<file path="src/sv/lw_pkg.sv">
// Shared types, constants and the character width table of the line wrapper.
// No dependencies; every other file refers to this package by scoped names.
package lw_pkg;

    localparam int WINDOW_BYTES = 1024;
    localparam int LINE_SLOTS   = 44;
    localparam int LINE_CHARS   = LINE_SLOTS - 1;
    localparam int WIN_AW       = $clog2(WINDOW_BYTES);
    localparam int WIN_CW       = $clog2(WINDOW_BYTES + 1);
    localparam int LB_AW        = $clog2(LINE_CHARS);
    localparam int K_W          = $clog2(LINE_SLOTS);
    localparam int LIMIT_W      = 13;
    localparam int SUM_W        = 14;
    localparam int BC_W         = 11;
    localparam int PX_W         = 11;
    localparam int CW_W         = 7;
    localparam int QUEUE_DEPTH  = 4;
    localparam int Q_AW         = $clog2(QUEUE_DEPTH);
    localparam int Q_CW         = $clog2(QUEUE_DEPTH + 1);

    localparam logic [LIMIT_W-1:0] LIMIT_RESET = 13'd1312;

    localparam logic [7:0] CH_TAB   = 8'h09;
    localparam logic [7:0] CH_LF    = 8'h0A;
    localparam logic [7:0] CH_CR    = 8'h0D;
    localparam logic [7:0] CH_SPACE = 8'h20;
    localparam logic [7:0] CH_HIGH  = 8'h80;

    localparam logic [CW_W-1:0] W_SPACE  = 7'd36;
    localparam logic [CW_W-1:0] W_NARROW = 7'd26;
    localparam logic [CW_W-1:0] W_SLIM   = 7'd38;
    localparam logic [CW_W-1:0] W_WIDE   = 7'd88;
    localparam logic [CW_W-1:0] W_UPPER  = 7'd72;
    localparam logic [CW_W-1:0] W_DIGIT  = 7'd60;
    localparam logic [CW_W-1:0] W_BASE   = 7'd58;
    localparam logic [CW_W-1:0] W_NONE   = 7'd0;

    typedef enum logic [1:0] {
        WHY_PARAGRAPH = 2'd0,
        WHY_TOO_WIDE  = 2'd1,
        WHY_FULL      = 2'd2,
        WHY_END       = 2'd3
    } why_t;

    typedef enum logic [1:0] {
        KIND_OTHER = 2'd0,
        KIND_CR    = 2'd1,
        KIND_LF    = 2'd2,
        KIND_BLANK = 2'd3
    } kind_t;

    typedef struct packed {
        logic [7:0]      data;
        kind_t           kind;
        logic [CW_W-1:0] width;
    } entry_t;

    typedef struct packed {
        entry_t entry;
        logic   last;
    } item_t;

    typedef enum logic [3:0] {
        ST_LOAD,
        ST_SCAN,
        ST_CHAR,
        ST_LOOK,
        ST_LOOKD,
        ST_FINISH,
        ST_ERD,
        ST_EOUT,
        ST_SOUT
    } state_t;

    function automatic logic [CW_W-1:0] class_width(input logic [7:0] c);
        logic [CW_W-1:0] w;
        if (c == CH_SPACE) begin
            w = W_SPACE;
        end else if (c < CH_SPACE) begin
            w = W_NONE;
        end else if (c >= CH_HIGH) begin
            w = W_WIDE;
        end else begin
            unique case (c)
                8'h69, 8'h6A, 8'h6C, 8'h2E, 8'h2C, 8'h3A, 8'h3B,
                8'h27, 8'h21, 8'h7C, 8'h60: w = W_NARROW;
                8'h66, 8'h72, 8'h74, 8'h28, 8'h29,
                8'h5B, 8'h5D, 8'h2D:        w = W_SLIM;
                8'h6D, 8'h77, 8'h4D, 8'h57, 8'h40: w = W_WIDE;
                default: begin
                    if (c >= 8'h41 && c <= 8'h5A) w = W_UPPER;
                    else if (c >= 8'h30 && c <= 8'h39) w = W_DIGIT;
                    else w = W_BASE;
                end
            endcase
        end
        return w;
    endfunction

endpackage

</file>
<file path="src/sv/lw_front.sv">
// Input side of the line wrapper: takes text bytes and tags each with its
// kind and class width. Depends on lw_pkg.
module lw_front (
    input  logic           s_tvalid,
    output logic           s_tready,
    input  logic [7:0]     s_tdata,   // text_byte
    input  logic           s_tlast,   // window_end
    output logic           push_valid,
    input  logic           push_ready,
    output lw_pkg::item_t  push_item
);

    lw_pkg::kind_t kind;

    always_comb begin
        priority if (s_tdata == lw_pkg::CH_CR) begin
            kind = lw_pkg::KIND_CR;
        end else if (s_tdata == lw_pkg::CH_LF) begin
            kind = lw_pkg::KIND_LF;
        end else if (s_tdata == lw_pkg::CH_SPACE || s_tdata == lw_pkg::CH_TAB) begin
            kind = lw_pkg::KIND_BLANK;
        end else begin
            kind = lw_pkg::KIND_OTHER;
        end
    end

    assign push_valid            = s_tvalid;
    assign s_tready              = push_ready;
    assign push_item.entry.data  = s_tdata;
    assign push_item.entry.kind  = kind;
    assign push_item.entry.width = lw_pkg::class_width(s_tdata);
    assign push_item.last        = s_tlast;

endmodule

</file>
<file path="config.mk">
export PLATFORM = sky130hd
export DESIGN_NAME = lw_front
export DESIGN_NICKNAME = d
export VERILOG_FILES = /design/src/sv/lw_pkg.sv /design/src/sv/lw_front.sv
export SDC_FILE = /design/constraint.sdc
export NUM_CORES = 1
export LEC_CHECK = 0
export ABC_AREA = 0
export BUFFER_PORTS_ARGS = -buffer_cell sky130_fd_sc_hd__buf_4
export CORE_MARGIN = 10
export CORE_UTILIZATION = 25
export DETAILED_ROUTE_END_ITERATION = 10
export PLACE_DENSITY_LB_ADDON = 0.15
export RECOVER_POWER = 100
export SLEW_MARGIN = 20
export SYNTH_ARGS = -nofsm -noshare
export SYNTH_HDL_FRONTEND = slang
export SYNTH_SLANG_ARGS = --single-unit
</file>
<file path="constraint.sdc">
create_clock -name vclk -period 1.74
set_input_delay 0.174 -clock vclk [all_inputs]
set_output_delay 0.174 -clock vclk [all_outputs]
set_load 0.02 [all_outputs]
</file>
== Word level (Yosys, flattened, before mapping) ==
Index checks and enable logic that the tools add are counted.

* Logic and storage cells: 49
* Register bits: 0
* Output and inout port bits: 20
* Bits of input ports: 11

* Equality and inequality tests: 28
* Mux-type cells: 9
* Order comparisons: 6
* Reductions and logical operators: 6

{| class="wikitable"
|+ Operators by type and width
! operator !! count
|-
| $eq 8x7->1 const B || 15
|-
| $eq 8x6->1 const B || 10
|-
| $mux 7 || 4
|-
| $eq 8x4->1 const B || 3
|-
| $pmux 7 s3 || 1
|-
| $reduce_or 11->1 || 1
|-
| $ge 8x6->1 const B || 1
|-
| $ge 8x7->1 const B || 1
|-
| $ge 8x8->1 const B || 1
|-
| $le 8x6->1 const B || 1
|-
| $le 8x7->1 const B || 1
|-
| $lt 8x6->1 const B || 1
|-
| $reduce_or 8->1 || 1
|-
| $mux 2 || 3
|-
| $reduce_or 5->1 || 1
|-
| $mux 3 || 1
|-
| $logic_and 1x1->1 || 2
|-
| $logic_or 1x1->1 || 1
|}

== Logic depth before layout (Yosys ltp) ==
* Word-level depth: 8
* Gate-level depth with buffers: 6
* Depth with buffers taken out: 4

== Least setup slack after synthesis ==
No wires, ideal clock.

* Kind: input port to output port
* From: input port s_tdata[0]
* To: output port push_item[6] in the netlist's numbering
* Arrival: 1.726 ns
* Cell stages on the path: 5
* Buffers on the path: 1
* Required time: 1.566 ns
* Slack: -0.160 ns
* Path through: buf_2 -> or4_1 -> a21oi_1 -> a2111oi_1 -> nor4_1

{| class="wikitable"
|+ RTL lines
! element !! line !! source
|-
| start, declared || lw_front.sv:6 || <nowiki>input logic [7:0] s_tdata,</nowiki>
|-
| end, declared || lw_front.sv:10 || <nowiki>output lw_pkg::item_t push_item</nowiki>
|}

==> flow_metrics.tcl <==
set metrics [dict create \
    synthesis.area_per_instance_um2 6.454 \
    muxShareOfSynthArea_pct 0 \
    synth_cell_types 41 \
    crit_cells 7 \
    groute.usage.overall_pct 8.799 \
    synth_most_common_cell "buf_4" \
    first_pass_iters 4 \
    hold-worst-slack_ps 348.0 \
    vdd_ir_drop_max_v 0.0001254 \
    place_worst_setup_slack_ps -82.76 \
    rows 18 \
    synth_area_leaders "buf_4 (14%), buf_2 (7.7%), a21oi_1 (5.4%)" \
    grt_first_pass_wirelength_um 3995 \
    synthesis.yosys.warnings 0 \
    end_kind "primary output" \
    final_core_util_pct 40.05 \
    drt-initial-drc-count 46 \
    synth_top_family_by_area "simple AND/OR/NAND/NOR gates" \
    rsz_0062_raised_after_global_routing "true" \
    synth_compound_area_share_pct 23.80 \
    io_buffers 24 \
    finalCritPeriodShare_pct 96.69 \
    clock.fmax_mhz 594.4 \
    timing.critical_path.arrival_ps 1510 \
    grt_use_met3_pct 2.092 \
    post_synth_fa_ha_maj_area_fraction_pct 0 \
    status "finished, final reports clean" \
    first_global_vias 830 \
    final_critical_path_setup_slack_ps 57.61 \
    gp_congestion 0.8983 \
    antenna_left 0 \
    cp-start-kind "input pin" \
    worst-path-buf-inv 3 \
    area.sequential_um2 0 \
    yosys.area.top_type "buf_4" \
    critical_path.endpoint "push_item[3]" \
    slowest_cell_delay_on_critical_path_ps 410 \
    synth.cell_area_um2 651.9 \
    grt_antenna_before_repair 0 \
    synth_largest_type_area_fraction_pct 13.82 \
    layout.clock_buffers 0 \
    final_layout_size_suffix_gt1_share_pct 47.50 \
    path_cells "buf_4 -> buf_6 -> nand4b_1 -> nor4_1 -> or3_4 -> or3_4 -> buf_6" \
    grt-ovfl-total 0 \
    grt.busiest_layer "met2" \
    starting_density_of_the_core_pct 26.31 \
    finalCriticalPeriod_ps 1682 \
    final_report_max_slew_violation_count 0 \
    areaGrowthSynthToFinish_pct 52.21 \
    critPathMaxFanout 12 \
    timing_worst_setup_path_type "in -> out" \
    die_x_um 71.07 \
    vias 825 \
    crit_path_start "s_tdata[4]" \
    timing.max_cap.violations 0 \
    fin_setup_tns_ps 0 \
    postCtsHoldBufs 0 \
    synthesis.instances 101 \
    post_synth_and_or_nand_nor_area_fraction_pct 47.98 \
    drcViolationCount 0 \
    critical-path-slowest-cell "or3_4" \
    die_area_um2 5050 \
    synth.yosys.seq_area_share_pct 0 \
    design.portCount 31 \
    maximum_number_of_pins_on_one_net_before_global_route_repair 16 \
    layout.nets 133 \
    grt.met1_usage_pct 11.26 \
    routed_wire_length_per_instance_um 16.75 \
    seq_cells 0 \
    synthesis.nets 112 \
    critical-path-top-delay-family "simple AND/OR/NAND/NOR gates" \
    power_density_nw_per_um2 255.8 \
    fillerInstances 277 \
    gr-usage-met2_pct 14.44 \
    antenna_cells_inserted 0 \
    drt_wl_total_um 2512 \
    finalHoldViolCount 0 \
    coreArea_um2 2477 \
    number_of_setup_violations_in_the_final_report 0 \
    route.detailed.vias_per_inst 5.500 \
    synthTopCellsByCount "buf_4 (12), buf_2 (10), nor2_1 (8)" \
    holdCritPathClass "in -> out" \
    required_ps 1570 \
    hpwl_um 1835 \
    cellLeakagePower_nw 0.3772 \
    post_synth_xor_xnor_area_pct 2.687 \
    die-height_um 71.07 \
]
[through the flow]
step | instances | power [mW] | cell area (um2)
3_5_place_dp | 151 | 0.2248 | 883.3
5_1_grt | 150 | 0.2742 | 992.2
4_1_cts | 150 | 0.2411 | 943.4
2_1_floorplan | 101 | 0.1479 | 658.1
6_report | 150 | 0.2538 | 992.2
3_3_place_gp | 151 | 0.2238 | 883.3
[layer usage]
metal / vias up / routed length, um / part of all wire (%)
met1: 395 / 1121 / 45
li1: 399 / - / -
met3: 4 / 175 / 7.0
met2: 27 / 1173 / 47
met5: - / 0 / 0
met4: 0 / 40 / 1.6
[cells in the final DEF (no fill, tap or decap), types with 2 or more instances in the layout]
master	n
o21ai_0	2
and4b_1	2
buf_8	2
nand4b_1	2
inv_1	2
nor4_1	4
a21oi_1	5
buf_4	27
nor4b_1	2
or3_4	2
nand3_1	3
a2111oi_2	2
a22oi_1	2
buf_6	5
nor2b_1	2
nor3_1	2
clkbuf_1	6
nor2_1	8
nand2_1	5
and3b_1	2
nor3b_1	2
[cell families (layout without fill, tap and decap cells)]
family                    Yosys count  count (layout)
AOI/OAI and AO/OA                  23              23
xor gates and xnor gates            2               2
other                               1               1
and+or+nand+nor                    49              49
buffers and inverters              26              45
[worst min path at each step]
stage | endpoint | slack [ps] | from | depth (start not counted)
global route | push_valid | 350 | s_tvalid | 0
CTS | push_item[0] | 350 | s_tlast | 0
floorplan | push_item[0] | 460 | s_tlast | 1
detailed placement | push_item[0] | 350 | s_tlast | 0
finish | push_valid | 350 | s_tvalid | 0
global placement | push_item[0] | 350 | s_tlast | 0
[where the power goes]
part	total, mW	internal, mW	switching (mW)
Clock	0	0	0
Sequential	0	0	0
Combinational	0.254	0.114	0.139
Total	0.254	0.114	0.139
[final cells by class]
class	count	area, um2	area share [%]
Tap cell	30	37.54	3.783
Inverter	2	7.507	0.7566
Multi-Input combinational cell	75	605.6	61.03
Timing Repair Buffer	43	341.6	34.43
[repair_timing]
item	CTS	global route
setup endpoints to repair	5	3
resized for setup	13	19
buffers inserted	0	0
hold endpoints to repair	0	0
pin swaps	6	8
Note: power is estimated with default switching activity, not from simulation.
