<file path="src/sv/lw_pkg.sv">
// Shared types, constants and the character width table of the line wrapper.
// No dependencies; every other file refers to this package by scoped names.
package lw_pkg;

    localparam int WINDOW_BYTES = 1024;
    localparam int LINE_SLOTS   = 44;
    localparam int LINE_CHARS   = LINE_SLOTS - 1;
    localparam int WIN_AW       = $clog2(WINDOW_BYTES);
    localparam int WIN_CW       = $clog2(WINDOW_BYTES + 1);
    localparam int LB_AW        = $clog2(LINE_CHARS);
    localparam int K_W          = $clog2(LINE_SLOTS);
    localparam int LIMIT_W      = 13;
    localparam int SUM_W        = 14;
    localparam int BC_W         = 11;
    localparam int PX_W         = 11;
    localparam int CW_W         = 7;
    localparam int QUEUE_DEPTH  = 4;
    localparam int Q_AW         = $clog2(QUEUE_DEPTH);
    localparam int Q_CW         = $clog2(QUEUE_DEPTH + 1);

    localparam logic [LIMIT_W-1:0] LIMIT_RESET = 13'd1312;

    localparam logic [7:0] CH_TAB   = 8'h09;
    localparam logic [7:0] CH_LF    = 8'h0A;
    localparam logic [7:0] CH_CR    = 8'h0D;
    localparam logic [7:0] CH_SPACE = 8'h20;
    localparam logic [7:0] CH_HIGH  = 8'h80;

    localparam logic [CW_W-1:0] W_SPACE  = 7'd36;
    localparam logic [CW_W-1:0] W_NARROW = 7'd26;
    localparam logic [CW_W-1:0] W_SLIM   = 7'd38;
    localparam logic [CW_W-1:0] W_WIDE   = 7'd88;
    localparam logic [CW_W-1:0] W_UPPER  = 7'd72;
    localparam logic [CW_W-1:0] W_DIGIT  = 7'd60;
    localparam logic [CW_W-1:0] W_BASE   = 7'd58;
    localparam logic [CW_W-1:0] W_NONE   = 7'd0;

    typedef enum logic [1:0] {
        WHY_PARAGRAPH = 2'd0,
        WHY_TOO_WIDE  = 2'd1,
        WHY_FULL      = 2'd2,
        WHY_END       = 2'd3
    } why_t;

    typedef enum logic [1:0] {
        KIND_OTHER = 2'd0,
        KIND_CR    = 2'd1,
        KIND_LF    = 2'd2,
        KIND_BLANK = 2'd3
    } kind_t;

    typedef struct packed {
        logic [7:0]      data;
        kind_t           kind;
        logic [CW_W-1:0] width;
    } entry_t;

    typedef struct packed {
        entry_t entry;
        logic   last;
    } item_t;

    typedef enum logic [3:0] {
        ST_LOAD,
        ST_SCAN,
        ST_CHAR,
        ST_LOOK,
        ST_LOOKD,
        ST_FINISH,
        ST_ERD,
        ST_EOUT,
        ST_SOUT
    } state_t;

    function automatic logic [CW_W-1:0] class_width(input logic [7:0] c);
        logic [CW_W-1:0] w;
        if (c == CH_SPACE) begin
            w = W_SPACE;
        end else if (c < CH_SPACE) begin
            w = W_NONE;
        end else if (c >= CH_HIGH) begin
            w = W_WIDE;
        end else begin
            unique case (c)
                8'h69, 8'h6A, 8'h6C, 8'h2E, 8'h2C, 8'h3A, 8'h3B,
                8'h27, 8'h21, 8'h7C, 8'h60: w = W_NARROW;
                8'h66, 8'h72, 8'h74, 8'h28, 8'h29,
                8'h5B, 8'h5D, 8'h2D:        w = W_SLIM;
                8'h6D, 8'h77, 8'h4D, 8'h57, 8'h40: w = W_WIDE;
                default: begin
                    if (c >= 8'h41 && c <= 8'h5A) w = W_UPPER;
                    else if (c >= 8'h30 && c <= 8'h39) w = W_DIGIT;
                    else w = W_BASE;
                end
            endcase
        end
        return w;
    endfunction

endpackage

</file>
<file path="src/sv/lw_queue.sv">
// Short item queue between the classifying front and the wrap engine.
// Depends on lw_pkg for the item type and depth.
module lw_queue (
    input  logic          aclk,
    input  logic          aresetn,
    input  logic          in_valid,
    output logic          in_ready,
    input  lw_pkg::item_t in_item,
    output logic          out_valid,
    input  logic          out_ready,
    output lw_pkg::item_t out_item
);

    lw_pkg::item_t               slot_reg [lw_pkg::QUEUE_DEPTH];
    logic [lw_pkg::Q_AW-1:0]     wr_ptr_reg, wr_ptr_next;
    logic [lw_pkg::Q_AW-1:0]     rd_ptr_reg, rd_ptr_next;
    logic [lw_pkg::Q_CW-1:0]     count_reg, count_next;
    logic                        push, pop;

    assign in_ready  = count_reg != lw_pkg::Q_CW'(lw_pkg::QUEUE_DEPTH);
    assign out_valid = count_reg != '0;
    assign out_item  = slot_reg[rd_ptr_reg];
    assign push      = in_valid && in_ready;
    assign pop       = out_valid && out_ready;

    always_comb begin
        wr_ptr_next = push ? lw_pkg::Q_AW'(wr_ptr_reg + 1'b1) : wr_ptr_reg;
        rd_ptr_next = pop  ? lw_pkg::Q_AW'(rd_ptr_reg + 1'b1) : rd_ptr_reg;
        count_next  = count_reg;
        if (push && !pop) count_next = lw_pkg::Q_CW'(count_reg + 1'b1);
        if (pop && !push) count_next = lw_pkg::Q_CW'(count_reg - 1'b1);
    end

    always_ff @(posedge aclk) begin
        if (!aresetn) begin
            wr_ptr_reg <= '0;
            rd_ptr_reg <= '0;
            count_reg  <= '0;
        end else begin
            wr_ptr_reg <= wr_ptr_next;
            rd_ptr_reg <= rd_ptr_next;
            count_reg  <= count_next;
        end
    end

    always_ff @(posedge aclk) begin
        if (push) slot_reg[wr_ptr_reg] <= in_item;
    end

endmodule

</file>
<file path="config.mk">
export PLATFORM = sky130hd
export DESIGN_NAME = lw_queue
export DESIGN_NICKNAME = d
export VERILOG_FILES = /design/src/sv/lw_pkg.sv /design/src/sv/lw_queue.sv
export SDC_FILE = /design/constraint.sdc
export NUM_CORES = 1
export LEC_CHECK = 0
export ABC_CLOCK_PERIOD_IN_PS = 2400
export BUFFER_PORTS_ARGS = -buffer_cell sky130_fd_sc_hd__buf_4
export CAP_MARGIN = 20
export CORE_MARGIN = 2
export CORE_UTILIZATION = 45
export DETAILED_ROUTE_END_ITERATION = 7
export RECOVER_POWER = 100
export SLEW_MARGIN = 20
export SYNTH_ARGS = -nofsm -noshare
export SYNTH_HDL_FRONTEND = slang
export SYNTH_SLANG_ARGS = --single-unit
</file>
<file path="constraint.sdc">
create_clock -name aclk -period 2.4 [get_ports aclk]
set_input_delay 0.36 -clock aclk [delete_from_list [all_inputs] [get_ports aclk]]
set_output_delay 0.36 -clock aclk [all_outputs]
set_load 0.01 [all_outputs]
</file>
Yosys cells after proc, flatten, opt, wreduce, memory -nomap -nowiden
Memories as Yosys holds them, arrays and structs flattened. A register that Yosys moved wholly into a read port is not among the register bits.
Cells that the tools add are included.
{"block": "word_totals", "ff_bits": 7, "ram_bits": 72, "inputBits": 22, "n_memories": 1}
{"name": "slot_reg", "words": 4, "width": 18, "read_ports": 1, "rd_clocked_by_memory_dff": 1, "write_ports": 1, "line": "lw_queue.sv:14", "rtl": "lw_pkg::item_t slot_reg [lw_pkg::QUEUE_DEPTH];"}
{"block": "classes", "addsub": 4, "n_eq_ne": 1, "muxes": 6, "n_reduce_logical": 8}
{"op": "3-bit two-way mux", "n": 2}
{"op": "2-bit by 1-bit adder with 2-bit output, second input constant", "n": 2}
{"op": "1-bit logical AND", "n": 4}
{"op": "2-bit two-way mux", "n": 2}
{"op": "3-bit by 1-bit adder with 3-bit output, second input constant", "n": 1}
{"op": "3-bit != test, second input constant", "n": 1}
{"op": "3-bit nonzero test", "n": 1}
{"op": "3-bit by 1-bit subtractor with 3-bit output, second input constant", "n": 1}
{"op": "1-bit logical NOT", "n": 2}
{"op": "1-bit two-way mux", "n": 2}
{"op": "2-bit nonzero test", "n": 1}

Depth between registers and ports, before layout
{"block": "logic_depth", "ltp_word": 6, "depth_mapped": 9, "mapped_depth_nobuf": 9}

Worst setup path before layout
No wires, ideal clock.
{"block": "synth_timing", "kind": "register to register", "from": "reg count_reg[1] in the netlist's numbering", "to": "reg count_reg[2] in the netlist's numbering", "arrival_ns": 1.830, "required_time_ns": 2.324, "slack_ns": 0.494, "stages_incl_launch_ff": 10, "cell_sequence": "dfxtp_1 > nor2_1 > a21boi_2 > inv_1 > ha_1 > inv_1 > fa_1 > xor2_1 > or3_1 > a21boi_0"}
{"block": "synth_between", "elab_chain_len": 5, "elab_cells_between_ends": 13, "classes_between": "add/sub: 2; eq/ne: 1; mux: 2; reduce/logical: 8"}
{"item": "from (decl)", "line": "lw_queue.sv:17", "rtl": "logic [lw_pkg::Q_CW-1:0] count_reg, count_next;"}
{"item": "from (signal assigned)", "line": "lw_queue.sv:42", "rtl": "count_reg <= count_next;"}
{"item": "parallel branches: the longest is 5 deep, another holds 3-bit by 1-bit adder with 3-bit output"}
Parallel ways; which one is timed is not known. The select of a mux whose other input is x is not followed.
A chain may end at the register's enable or synchronous reset.

==> impl_metrics.ini <==
[run_status]
status = finished clean

[power]
p_per_area_nw_per_um2 = 1020
leakagePower_uw = 0.00121
switching_share_pct = 28.0
sequentialPowerShare_pct = 48.7
peakVddDrop_mv = 0.649
netSwitchingPower_uw = 1030
intPower_uw = 2650
comb_power_share_pct = 23.8
clock_power_share_pct = 27.5

[critical_path]
cpMostUsedCell = buf_4
worstSetupPathType = reg2out
r2r-start = count_reg[0]
reg2reg_depth = 9
reg2reg_to = count_reg[2]
cp.buffers_inverters = 2
crit_chain = buf_4, mux4_1, buf_4
critPathArrivalTime_ps = 1900
cpPeakStageDelay_ps = 570
startpoint_type = register
ff2ff_setup_slack_ps = 350
crit_path_top_delay_cell = dfxtp_1
critical-path-top-delay-family = flip-flops
path_max_fanout = 7
critPathCaptureType = output pin
worstPathRequired_ps = 2040

[global_route]
grt_antenna_before_repair = 0
grt_pass1_wl_um = 7940
overflow = 0
grt_max_degree = 19
track_usage_pct = 14.4
grt_pass1_vias = 1586

[clock_network]
clock_sinks = 81
cts_made_buffers = 9
cts_buffer_depth = 2
cts_hold_buf = 0
cts_tree = yes
clk_pin_slew_ps = 90
clock_latency_ps = 350
cts_root_buf = clkbuf_8
cts_resized = 0
post_cts_buffers = 0
h-tree-depth = 3

[logic_synthesis]
seq_area_frac_synth_pct = 74.8
yosys-top-cells-area = edfxtp_1, mux4_2, mux4_1
async_reset_ff_share_pct = 0
syn_inst = 146
syn_nets = 174
ys_ff_latch = 81
ys_types = 24
ys.flop_type = edfxtp_1
synth_area_per_cell_um2 = 21.5
netlist_area_um2 = 3130
yosysTopAreaCell = edfxtp_1
yosys_warnings = 0
yosysTopAreaCellShare_pct = 69.0
synth_edf_count = 72

[drt]
drc = 0
firstDrtPassIters = 6
num_vias = 1478
drtAntennaViolNets = 0
wl_per_cell_um = 18.1
via_per_inst = 5.19
wl_um = 5160
drtIter0Drc = 77

[timing]
hold_slack_ps = 262
fmax_ghz = 0.442
min_period_over_period_pct = 94.3
slew_headroom_pct = 62.8
worst_slew_pin_slew_ps = 559
hold_violations = 0
clock_skew_ps = 8.23
slew_violations = 0
grt_setup_unrepaired = no
tns_ps = 0
setup_violations = 0
min_period_ps = 2260

[floorplan]
rows = 30
die-height_um = 87.4
ios = 42
core_um2 = 6760
die-area_um2 = 7640
initial_core_util_pct = 46.4
die_w_um = 87.4

[final_layout]
final_common_cell = edfxtp_1
nNetsFinal = 228
drive_gt1_share_pct = 23.4
area_delta_synth_final_pct = 15.7
final_cell_mix = edfxtp_1, clkbuf_1, mux4_2, buf_4
diodes = 0
largest_register_ffs = 72

[place]
place_hpwl_um = 3360
gp_congestion = 0.634
numPortBuffers = 41

[hold_path]
hold_end = slot_reg[0][2]
whs_path_depth = 1
holdCritPathClass = in2reg
hp-start = in_item[2]

[job]
cap_violations = 0
cells by family after synthesis:
group,synth area share (%)
AOI/OAI and AO/OA,1.72
xor gates and xnor gates,1.12
adders and majority gates,2.64
buffers and inverters,2.16
DFF,74.8
muxes,14.5
and+or+nand+nor,3.04
synth_stat cells (all sizes together), types with 3 or more instances:
cell	n
mux4	18
xnor2	3
edfxtp	72
buf	4
inv	6
nand2	6
dfxtp	9
and2	7
ha	5
worst max path at each step:
stage,end,depth (start not counted)
final,out_item[3],3
after global routing,out_item[3],3
after floorplan,count_reg[2],9
after global placement,count_reg[2],9
after CTS,out_item[3],3
after detailed placement,count_reg[2],9
power by group through the flow:
stage	Combinational [µW]	Clock, µW	Sequential, µW
after floorplan	657	0	1790
after global placement	983	0	1820
after detailed placement	999	0	1840
after CTS	1000	1040	1800
after global routing	965	1110	1820
final	878	1010	1800
per-layer routing:
metal	share of wire, %	vias up	wire, µm	GRT usage [%]
li1	-	692	-	-
met1	41	746	2130	17.3
met2	53	33	2730	24.3
met3	4.3	7	223	5.31
met4	1.3	0	69	4.62
met5	0	-	0	0
final cells by class:
cell class                 instances  area (µm²)
tap                               80         100
inverter                           6        22.5
fill                             568        3130
clock buffer                       9         124
clock inverter                     7        82.6
multi-input combinational         54         714
sequential                        81        2340
timing repair buffer              48         239
through the flow:
step / utilization (%) / instance area [µm²] / std cells / setup WS [ps] / power [µW]
after floorplan: - / 3130 / 146 / 494 / 2450
after global placement: 52.5 / 3550 / 269 / 428 / 2800
after detailed placement: 52.5 / 3550 / 269 / 355 / 2840
after CTS: 55.6 / 3750 / 285 / 73.2 / 3850
after global routing: 53.6 / 3620 / 285 / 1.03 / 3890
final: 53.6 / 3620 / 285 / 138 / 3690
Power figures use the tool's default switching activity.
